$ cat src/sv/sliding_window_max_defines.svh
// assertion macros shared by the sliding window max rtl
`ifndef SLIDING_WINDOW_MAX_DEFINES_SVH
`define SLIDING_WINDOW_MAX_DEFINES_SVH

// same-cycle implication, checked out of reset
`define SWM_ASSERT_NOW(lbl, clk, rst_n, ante, cons, msg) \
    lbl: assert property (@(posedge clk) disable iff (!(rst_n)) (ante) |-> (cons)) \
        else $error(msg);

// next-cycle implication, checked out of reset
`define SWM_ASSERT_NEXT(lbl, clk, rst_n, ante, cons, msg) \
    lbl: assert property (@(posedge clk) disable iff (!(rst_n)) (ante) |=> (cons)) \
        else $error(msg);

`endif

$ cat src/sv/swm_pkg.sv
// package with types and constants of the sliding window max block
package swm_pkg;

    localparam int WINDOW_MAX_DEF = 64;
    localparam int SAMPLE_W       = 32;
    localparam int WINDOW_W       = 7;
    localparam logic [WINDOW_W-1:0] WINDOW_RESET = 7'd3;

    typedef struct packed {
        logic signed [SAMPLE_W-1:0] sample;
        logic                       seq_end;
    } t_in_word;

    typedef struct packed {
        logic signed [SAMPLE_W-1:0] window_max;
        logic                       final_result;
    } t_out_word;

    // broadcast control to every cell of the chain
    typedef struct packed {
        logic                       step;
        logic                       drop;
        logic                       clear;
        logic signed [SAMPLE_W-1:0] sample;
    } t_cell_ctl;

endpackage

$ cat src/sv/swm_cell.sv
// one deque cell: holds a candidate value and its age, shifts toward the front
module swm_cell #(
    parameter int AGE_W = 7
) (
    input  logic                               i_clk,
    input  logic                               i_rst_n,
    input  swm_pkg::t_cell_ctl                 i_ctl,
    input  logic                               i_next_valid,
    input  logic signed [swm_pkg::SAMPLE_W-1:0] i_next_value,
    input  logic [AGE_W-1:0]                   i_next_age,
    input  logic                               i_prev_keep,
    output logic                               o_valid,
    output logic signed [swm_pkg::SAMPLE_W-1:0] o_value,
    output logic [AGE_W-1:0]                   o_age,
    output logic                               o_keep,
    output logic signed [swm_pkg::SAMPLE_W-1:0] o_cand_value
);
    import swm_pkg::*;

    logic                       r_valid;
    logic signed [SAMPLE_W-1:0] r_value;
    logic [AGE_W-1:0]           r_age;

    logic                       w_cand_valid;
    logic signed [SAMPLE_W-1:0] w_cand_value;
    logic [AGE_W-1:0]           w_cand_age;

    // content after an optional front drop
    always_comb begin
        w_cand_valid = i_ctl.drop ? i_next_valid : r_valid;
        w_cand_value = i_ctl.drop ? i_next_value : r_value;
        w_cand_age   = i_ctl.drop ? i_next_age   : r_age;
    end

    // survives eviction unless strictly smaller than the new sample
    assign o_keep = w_cand_valid && !($signed(i_ctl.sample) > w_cand_value);

    always_ff @(posedge i_clk) begin
        if (!i_rst_n) begin
            r_valid <= 1'b0;
        end else if (i_ctl.clear) begin
            r_valid <= 1'b0;
        end else if (i_ctl.step) begin
            r_valid <= o_keep || i_prev_keep;
        end else if (i_ctl.drop) begin
            r_valid <= i_next_valid;
        end
    end

    always_ff @(posedge i_clk) begin
        if (i_ctl.step) begin
            if (o_keep) begin
                r_value <= w_cand_value;
                r_age   <= w_cand_age + 1'b1;
            end else begin
                r_value <= i_ctl.sample;
                r_age   <= '0;
            end
        end else if (i_ctl.drop) begin
            r_value <= i_next_value;
            r_age   <= i_next_age;
        end
    end

    assign o_valid      = r_valid;
    assign o_value      = r_value;
    assign o_age        = r_age;
    assign o_cand_value = w_cand_value;

endmodule
$ cat config.mk
export PLATFORM = sky130hd
export DESIGN_NAME = swm_cell
export DESIGN_NICKNAME = d
export VERILOG_FILES = /design/src/sv/sliding_window_max_defines.svh /design/src/sv/swm_pkg.sv /design/src/sv/swm_cell.sv
export SDC_FILE = /design/constraint.sdc
export NUM_CORES = 1
export LEC_CHECK = 0
export ABC_AREA = 1
export ABC_CLOCK_PERIOD_IN_PS = 3400
export BUFFER_PORTS_ARGS = -buffer_cell sky130_fd_sc_hd__buf_2
export CAP_MARGIN = 25
export CORE_ASPECT_RATIO = 0.7
export CORE_MARGIN = 1
export CORE_UTILIZATION = 43
export CTS_BUF_LIST = sky130_fd_sc_hd__clkbuf_8
export CTS_CLUSTER_DIAMETER = 80
export CTS_CLUSTER_SIZE = 28
export DETAILED_ROUTE_END_ITERATION = 7
export GPL_ROUTABILITY_DRIVEN = 0
export PLACE_DENSITY = 0.86
export RECOVER_POWER = 100
export SKIP_LAST_GASP = 1
export SYNTH_ARGS = -nofsm -noshare
export SYNTH_HDL_FRONTEND = slang
export SYNTH_SLANG_ARGS = --single-unit
$ cat constraint.sdc
create_clock -name i_clk -period 3.4 [get_ports i_clk]
set_clock_uncertainty 0.15 [all_clocks]
set_input_delay 0.68 -clock i_clk [delete_from_list [all_inputs] [get_ports i_clk]]
set_output_delay 0.68 -clock i_clk [all_outputs]
set_load 0.02 [all_outputs]
==> results of run 1 <==
-- worst max path at each step --
stage	end	slack (ns)	from	cells after the start
after global routing	o_keep	-0.15	i_ctl[33]	18
after detailed placement	o_age[2]	-0.27	i_ctl[33]	21
after global placement	o_age[3]	-0.20	i_ctl[33]	21
after floorplan	o_keep	0.0002	i_ctl[33]	17
final	o_keep	-0.06	i_ctl[33]	18
after CTS	o_keep	-0.03	i_ctl[33]	19
-- cell usage in the layout, fill, tap and decap left out, types with 2 or more instances in the layout --
cell type	instances
nor2_1	9
inv_1	44
buf_16	2
a21oi_1	8
or2_2	16
or2_0	5
xor2_1	3
o21ai_2	21
nor2_2	3
nand2_4	2
buf_6	4
dfxtp_1	40
nand3_2	21
nand2_1	119
o21ai_0	6
or2_4	12
clkbuf_1	37
ha_1	23
buf_12	3
a21oi_2	8
a21o_1	2
inv_2	9
buf_2	110
nand3_1	17
o21ai_1	5
clkbuf_8	5
nand4_1	4
ha_4	10
nand2_2	9
buf_4	56
o21ai_4	5
-- registers in the layout, indices dropped and copies added, names as in the netlist --
| name | count |
|---|---|
| o_value | 32 |
| o_valid | 1 |
| o_age | 7 |
-- through the flow --
stage	hold slack, ns	setup slack (ns)
floorplan	0.536	0.000210
global route	0.485	-0.152
finish	0.450	-0.0630
global placement	0.406	-0.201
detailed placement	0.426	-0.268
CTS	0.447	-0.0271
-- Yosys cell counts --
master and n:
buf_2 3, or2_2 28, nand3_1 18, buf_4 3
o22ai_1 1, nor3_1 1, xor2_1 3, inv_1 46
clkbuf_1 9, nand2_4 2, a21o_1 2, nor2_2 2
dfxtp_1 40, o21a_1 1, o21ai_0 37, buf_6 2
or2_0 6, nand2_2 1, o211ai_1 1, nand2_1 127
ha_1 33, a21oi_1 16, nor2_1 11, inv_2 8
nand3_2 20, buf_12 3, mux2i_1 1, nand4_1 4
-- power groups by stage --
stage	combinational, uW	clock [uW]	sequential [uW]
floorplan	398	0	664
global placement	719	0	581
finish	901	399	589
detailed placement	738	0	584
global route	983	425	594
CTS	843	402	580
-- worst max-delay path, cell delays in order --
cell,delay (ns)
buf_12,0.11
inv_16,0.05
buf_12,0.13
or2_4,0.27
o21ai_4,0.09
ha_4,0.23
nand2_2,0.05
inv_2,0.03
buf_4,0.11
nand4_1,0.14
nor2_4,0.05
buf_4,0.12
buf_4,0.12
nand2_2,0.06
nand2_2,0.07
nand2_4,0.07
clkinvlp_4,0.09
buf_6,0.13
-- metal layers --
layer,vias up,wire length [um],global-route usage [%]
li1,1767,-,-
met1,1663,4360,32.9
met2,160,5080,46.5
met3,37,665,5.11
met4,0,354,11.3
met5,-,0,0
-- cell families after synthesis --
logic type      after synthesis  synth area share, %
mux                           1                0.334
compound gates               58                 10.1
xor+xnor                      3                0.876
fa+ha+maj                    33                 13.8
flops                        40                 26.7
buf+inv                      74                 11.9
simple gates                220                 36.4
-- cell type report --
class	instances	area (um^2)	share of cell area (%)
Tap cell	94	118	2.47
Multi-Input combinational cell	315	2200	46.2
Timing Repair Buffer	214	1310	27.5
Clock inverter	3	38.8	0.815
Clock buffer	5	68.8	1.45
Inverter	54	223	4.68
Sequential cell	40	801	16.8
-- what timing repair did --
action / 4_1_cts / 5_1_grt
setup endpoints to repair: 1 / 36
cloned: 3 / 1
resized for setup: 61 / 49
setup buffers: 31 / 2
pin swaps: 44 / 31
==> summary.md, run 1 <==
| Metric | Value |
|---|---|
| DR pass1 iterations | `4` |
| DRT iter0 DRCs | `119` |
| Root buffer cell | `clkbuf_8` |
| Finished Layout Cells | `725` |
| H-tree levels | `2` |
| Routed Antenna Nets | `0` |
| Area leader, netlist | `dfxtp_1` |
| Die Height | `71.9 um` |
| RSZ-0062 raised after global routing | `true` |
| Outcome | `finished with violations` |
| Cell Pwr Density | `397 nW/um^2` |
| Clock group share of total power | `21.1%` |
| Reg-to-Reg Start | `o_value[19]` |
| Filler cells | `541` |
| Placed cell count | `681` |
| R2R Setup Slk | `0.59 ns` |
| Fin. Hold Viols | `0` |
| Max rail drop VDD | `0.290 mV` |
| Ant diodes | `0` |
| Startpoint Class | `input port` |
| Max clock buf depth | `2` |
| Post-CTS Hold Fix Bufs | `0` |
| Number of synthesized register bits | `40` |
| Max_cap viols | `0` |
| Register share of total power | `31.2%` |
| Worst Tran Pin Value | `0.483 ns` |
| Clock Latency Late Sink | `0.30 ns` |
| Initial antenna violation count | `0` |
| Post-detail-place hpwl | `6.78 mm` |
| Initial Utilization | `44.4%` |
| Combinational share of power | `47.7%` |
| Drt wl/cell | `14.4 um` |
| Via count | `3,627` |
| Nets | `741` |
| Die X | `102 um` |
| Register area share after synthesis | `26.7%` |
| Failing checks | `setup timing` |
| Min cycle time layout | `3.46 ns` |
| Final setup viols | `1` |
| Crit path kind | `input port to primary output` |
| Total wire length | `10.5 mm` |
| Avg Cell Area, Syn | `6.99 um^2` |
| Min-Delay Startpoint | `o_age[0]` |
| Synthesis warning total | `0` |
| Cells after synthesis | `429` |
| Worst Hold Class | `register to register` |
| RR Endpoint | `o_value[23]` |
| Worst Hold Depth | `3` |
| Vias in the first global route | `3,441` |
| Synth cell types | `28` |
| Layout cells sized above 1 | `48.0%` |
| Req. time, crit path | `2.57 ns` |
| Clock-pin slew on the worst setup and hold paths | `0.10 ns` |
| Main area contributors after synthesis | `dfxtp_1 27%, nand2_1 16%, ha_1 14%` |
| CP max FO | `6` |
| Post-Place Cell Area | `3980 um^2` |
| Share of the synthesized area in the top cell type | `26.7%` |
| I/O Pins | `151` |
| Core area | `6760 um^2` |
| Switching Fraction | `40.2%` |
| Row count | `25` |
| Final Cycle Share | `102%` |
| CP arrival | `2.63 ns` |
| Reg2reg path depth | `17` |
| # DRC | `0` |
| CTS tree | `yes` |
| Area Overhead vs Synth | `58.5%` |
| Internal power | `1130 uW` |
| Max-slew headroom | `67.8%` |
| Tot GR Track Use | `26.9%` |
| CTS buffer count | `5` |
| First-pass GRT wire length | `15.4 mm` |
| IO Port Bufs | `150` |
| Tot Pwr | `1890 uW` |
| DIE AREA | `7320 um^2` |
| Post-route cell area | `4760 um^2` |
| Average via count per standard cell | `5.00` |
| Hold endpoint | `o_age[0]` |
| Fmax | `0.289 GHz` |
| Post-Syn Area | `3000 um^2` |
| Crit. End Element | `primary output` |
| Largest net degree at the start of global routing | `35` |
| Grt ovf | `0` |
| Min setup slack post-route | `-0.0630 ns` |
| Setup TNS | `-0.0630 ns` |
| CTS Sinks | `40` |
| Final Max Tran Viols | `0` |
| Syn Nets | `540` |
| Fin util | `70.4%` |
| Switching power | `759 uW` |
| P_leak | `0.00254 uW` |
(Power assumes the default switching activity.)
==> run 2, diff against run 1 <==
--- a/config.mk
+++ b/config.mk
@@ -18,7 +18,6 @@
 export DETAILED_ROUTE_END_ITERATION = 7
 export GPL_ROUTABILITY_DRIVEN = 0
 export PLACE_DENSITY = 0.86
-export RECOVER_POWER = 100
 export SKIP_LAST_GASP = 1
 export SYNTH_ARGS = -nofsm -noshare
 export SYNTH_HDL_FRONTEND = slang
==> summary.md, run 2 (synthesized netlist as in run 1, its figures left out) <==
| Metric | Value |
|---|---|
| Final setup viols | `1` |
| Max_cap viols | `0` |
| Final Cycle Share | `102%` |
| Worst Tran Pin Value | `0.495 ns` |
| Clock group share of total power | `21.1%` |
| Min cycle time layout | `3.46 ns` |
| I/O Pins | `151` |
| CTS Sinks | `40` |
| Clock-pin slew on the worst setup and hold paths | `0.10 ns` |
| Layout cells sized above 1 | `53.9%` |
| Outcome | `finished with violations` |
| Post-CTS Hold Fix Bufs | `0` |
| Post-detail-place hpwl | `6.78 mm` |
| Fmax | `0.289 GHz` |
| Cell Pwr Density | `397 nW/um^2` |
| Register share of total power | `30.8%` |
| # DRC | `0` |
| Area Overhead vs Synth | `60.1%` |
| Switching Fraction | `39.8%` |
| Max FFs per register | `32` |
| Final Max Tran Viols | `0` |
| CTS buffer count | `5` |
| Root buffer cell | `clkbuf_8` |
| Internal power | `1150 uW` |
| Max clock buf depth | `2` |
| Hold endpoint | `o_age[0]` |
| DR pass1 iterations | `6` |
| Switching power | `760 uW` |
| Die X | `102 um` |
| RSZ-0062 raised after global routing | `true` |
| Max-slew headroom | `67.0%` |
| Most frequent cells in the layout | `147 x buf_2, 119 x nand2_1, 56 x buf_4, 44 x inv_1, 40 x dfxtp_1` |
| Initial antenna violation count | `0` |
| Hold slack | `0.448 ns` |
| Drt wl/cell | `14.5 um` |
| Combinational share of power | `48.2%` |
| Average via count per standard cell | `5.02` |
| Grt ovf | `0` |
| Reg-to-Reg Start | `o_value[19]` |
| Largest net degree at the start of global routing | `35` |
| Worst Hold Class | `register to register` |
| First-pass GRT wire length | `15.4 mm` |
| R2R Setup Slk | `0.59 ns` |
| Nets | `741` |
| Core area | `6760 um^2` |
| Tot Pwr | `1910 uW` |
| Failing checks | `setup timing` |
| Min-Delay Startpoint | `o_age[0]` |
| Fin. Hold Viols | `0` |
| Crit path kind | `input port to primary output` |
| Initial Utilization | `44.4%` |
| Req. time, crit path | `2.57 ns` |
| Reg2reg path depth | `17` |
| Die Height | `71.9 um` |
| Filler cells | `522` |
| Routed Antenna Nets | `0` |
| Register area | `801 um^2` |
| DRT iter0 DRCs | `138` |
| Total wire length | `10.5 mm` |
| CP arrival | `2.63 ns` |
| DIE AREA | `7320 um^2` |
| Startpoint Class | `input port` |
| P_leak | `0.00265 uW` |
| Crit. End Element | `primary output` |
| H-tree levels | `2` |
| Area of the multi-input gates | `2200 um^2` |
| CP max FO | `6` |
| Vias in the first global route | `3,441` |
| Min setup slack post-route | `-0.0650 ns` |
| Worst Hold Depth | `3` |
| Via count | `3,638` |
| CTS tree | `yes` |
| Row count | `25` |
| IO Port Bufs | `150` |
| Clock Latency Late Sink | `0.30 ns` |
| Max rail drop VDD | `0.292 mV` |
| Most common cell after layout, fill and taps aside | `buf_2` |
| Ant diodes | `0` |
| Tot GR Track Use | `26.9%` |
| RR Endpoint | `o_value[1]` |
-- run 2: changes by cell type in the layout (fill, tap and decap cells not counted) --
cell	change
clkbuf_1	-37
buf_2	+37
-- run 2: worst max path at each step --
stage | start | endpoint | slack (ns) | cells past startpoint
5_1_grt | i_ctl[33] | o_keep | -0.15 | 18
3_3_place_gp | i_ctl[33] | o_age[3] | -0.20 | 21
2_1_floorplan | i_ctl[33] | o_keep | 0.0002 | 17
6_report | i_ctl[33] | o_keep | -0.06 | 18
3_5_place_dp | i_ctl[33] | o_age[2] | -0.27 | 21
4_1_cts | i_ctl[33] | o_keep | -0.03 | 19
-- run 2: layout make-up --
cell class | count | share of cell area (%)
multi-input combinational | 315 | 45.8
clock inverter | 3 | 0.808
inverter | 54 | 4.64
tap | 94 | 2.45
clock buffer | 5 | 1.43
sequential | 40 | 16.7
timing repair buffer | 214 | 28.2
-- run 2: through the flow --
step | TNS, ns | instance area, um^2 | setup WS (ns) | util, % | cells
floorplan | 0 | 3040 | 0.000210 | - | 429
global placement | -6.80 | 3980 | -0.201 | 58.8 | 681
detailed placement | -8.38 | 3980 | -0.268 | 58.8 | 681
CTS | -0.0271 | 4560 | -0.0271 | 67.4 | 723
global route | -0.190 | 4800 | -0.152 | 71.1 | 725
finish | -0.0650 | 4800 | -0.0650 | 71.1 | 725
-- run 2: worst max-delay path, cell delays in order --
cell	delay, ns
buf_12	0.11
inv_16	0.05
buf_12	0.13
or2_4	0.27
o21ai_4	0.09
ha_4	0.23
nand2_2	0.05
inv_2	0.03
buf_4	0.11
nand4_1	0.14
nor2_4	0.05
buf_4	0.12
buf_4	0.12
nand2_2	0.06
nand2_2	0.07
nand2_4	0.07
clkinvlp_4	0.09
buf_6	0.13
-- run 2: layer usage --
metal / part of all wire (%) / track usage (%) / wire, um / vias up
met4: 3.4 / 11.3 / 353 / 0
met1: 43 / 32.9 / 4480 / 1675
met2: 48 / 46.5 / 5030 / 157
met3: 5.8 / 5.11 / 610 / 37
li1: - / - / - / 1769
met5: 0 / 0 / 0 / -
-- run 2: repair_timing --
item,in CTS,in global routing
gates resized for setup,61,49
endpoints found under the setup margin,1,36
pin swaps,44,31
gates cloned,3,1
buffers inserted,31,2
-- run 2: power by group through the flow --
| stage | clock network [uW] | registers, uW | logic [uW] |
|---|---|---|---|
| after floorplan | 0 | 664 | 398 |
| after global placement | 0 | 581 | 719 |
| after detailed placement | 0 | 584 | 738 |
| after CTS | 402 | 580 | 843 |
| after global routing | 425 | 592 | 1000 |
| final | 402 | 587 | 918 |
==> run 3, diff against run 2 <==
--- a/config.mk
+++ b/config.mk
@@ -17,7 +17,7 @@
 export CTS_CLUSTER_SIZE = 28
 export DETAILED_ROUTE_END_ITERATION = 7
 export GPL_ROUTABILITY_DRIVEN = 0
-export PLACE_DENSITY = 0.86
+export PLACE_DENSITY_LB_ADDON = 0.08
 export SKIP_LAST_GASP = 1
 export SYNTH_ARGS = -nofsm -noshare
 export SYNTH_HDL_FRONTEND = slang
==> summary.md, run 3 (synthesized netlist as in run 1, its figures left out) <==
| Metric | Value |
|---|---|
| Outcome | `finished with violations` |
| Failing checks | `setup timing` |
| Tot Pwr | `1760 uW` |
| Min setup slack post-route | `-0.0342 ns` |
| DIE AREA | `7320 um^2` |
| Max-slew headroom | `63.2%` |
| Critical Path, Cell by Cell | `buf_12, inv_12, buf_12, or2_2, o21ai_2, ha_1, nand2_1, nor2_2, nand4_1, nor2_2, nand2_2, nand2_1, nand2_1, nand2_2, nand2_2, nand2_4, clkinvlp_4, buf_6` |
| Average via count per standard cell | `4.79` |
| Slowest cell on crit path | `or2_2` |
| Vias in the first global route | `2,960` |
| CP max FO | `12` |
| H-tree levels | `2` |
| Layout cells sized above 1 | `50.8%` |
| Die X | `102 um` |
| Min cycle time layout | `3.43 ns` |
| Final Max Tran Viols | `0` |
| Filler cells | `613` |
| # DRC | `0` |
| Req. time, crit path | `2.57 ns` |
| Max rail drop VDD | `0.241 mV` |
| Core area | `6760 um^2` |
| Bufs and invs on worst path | `5` |
| Min-Delay Startpoint | `o_value[21]` |
| Post-CTS Hold Fix Bufs | `0` |
| I/O Pins | `151` |
| CP arrival | `2.60 ns` |
| Largest net degree at the start of global routing | `31` |
| Via count | `3,317` |
| Final setup viols | `1` |
| Row count | `25` |
| DRT iter0 DRCs | `141` |
| Clock Latency Late Sink | `0.29 ns` |
| Ant diodes | `0` |
| Final Cycle Share | `101%` |
| Fin. Hold Viols | `0` |
| Fin util | `66.3%` |
| Max_cap viols | `0` |
| Most common cell after layout, fill and taps aside | `buf_2` |
| CTS buffer count | `5` |
| Setup crit start | `i_ctl[33]` |
| Clock-pin slew on the worst setup and hold paths | `0.08 ns` |
| Area Overhead vs Synth | `49.3%` |
| Max clock buf depth | `2` |
| Max FFs per register | `32` |
| Worst Hold Class | `register to register` |
| Fmax | `0.291 GHz` |
| Grt ovf | `0` |
| Startpoint Class | `input port` |
| Total wire length | `8.97 mm` |
| Post-detail-place hpwl | `6.34 mm` |
| Nets | `709` |
| Family with the most delay on the worst path | `simple AND/OR/NAND/NOR gates` |
| CTS tree | `yes` |
| IO Port Bufs | `150` |
| Crit. End Element | `primary output` |
| Die Height | `71.9 um` |
| Drt wl/cell | `13.0 um` |
| Tot GR Track Use | `23.6%` |
| Initial antenna violation count | `0` |
| Worst Tran Pin Value | `0.551 ns` |
| Worst path max stage delay | `0.29 ns` |
| Reg-to-Reg Start | `o_value[22]` |
| Routed Antenna Nets | `0` |
| DR pass1 iterations | `4` |
| P_leak | `0.00247 uW` |
| Crit path kind | `input port to primary output` |
| RSZ-0062 raised after global routing | `true` |
| Cell Pwr Density | `394 nW/um^2` |
| First-pass GRT wire length | `13.5 mm` |
| Root buffer cell | `clkbuf_8` |
| CTS Sinks | `40` |
| Initial Utilization | `44.4%` |
| Most frequent cells in the layout | `148 x buf_2, 122 x nand2_1, 44 x inv_1, 40 x dfxtp_1` |
==> run 3: cell count changes in the layout (fill, tap and decap cells not counted), moves of 3 or more <==
cell / change
nand2_1: +3
o21ai_4: -3
o21ai_0: +3
or2_4: -6
a21oi_1: -3
or2_2: +6
buf_4: -31
nand2_2: -3
==> run 3: report_power, final <==
part | total [uW] | switching [uW] | internal [uW]
sequential | 579 | 42.2 | 537
combinational | 829 | 493 | 336
clock | 355 | 174 | 181
==> run 3: layout make-up <==
class | instances | area, um^2 | area share (%)
repair buffers | 182 | 1100 | 24.5
clock buffers | 7 | 96.3 | 2.15
well taps | 94 | 118 | 2.63
flip-flops and latches | 40 | 801 | 17.9
multi-input cells | 315 | 2150 | 48.0
inverters | 54 | 219 | 4.89
==> run 3: final timing paths <==
check                     end  slack, ns  cells past startpoint
setup / recovery       o_keep      -0.03                     18
hold / removal    o_value[21]       0.43                      4
setup reg to reg   o_value[0]       0.70                     16
hold reg to reg   o_value[21]       0.43                      4
==> run 3: per-stage QoR <==
step                      cell area (um^2)  hold slack [ns]  setup WS, ns  TNS [ns]  std cells
final                                 4480            0.432       -0.0342   -0.0342        692
after detailed placement              3970            0.405        -0.193     -3.91        677
after floorplan                       3040            0.536      0.000210         0        429
after global placement                3970            0.399        -0.162     -2.60        677
after CTS                             4280            0.427       -0.0452   -0.0452        690
after global routing                  4480            0.480        -0.176    -0.176        692
==> run 3: worst reg2reg max path, cell delays in order (launching register included) <==
cell and delay [ns]:
dfxtp_1 0.37, o21ai_2 0.08, ha_1 0.32, nand2_1 0.07, nor2_2 0.12, nand4_1 0.14
nor2_2 0.15, nand2_2 0.08, nand2_1 0.07, nand2_1 0.06, nand2_2 0.06, nand2_2 0.06
nand2_4 0.07, buf_4 0.27, buf_4 0.38, nand3_1 0.13, nand2_1 0.09
==> run 3: repair_timing <==
item / CTS / global route
gates cloned: 2 / 0
endpoints found under the setup margin: 1 / 1
setup buffers: 4 / 2
pin swaps: 33 / 31
resized for setup: 44 / 41
==> run 3: metal layers <==
layer | global-route usage, % | share of wire (%) | up-vias
met1 | 33.1 | 50 | 1501
li1 | - | - | 1713
met5 | 0 | 0 | -
met3 | 5.01 | 6.2 | 4
met4 | 4.29 | 0.33 | 0
met2 | 37.7 | 44 | 99
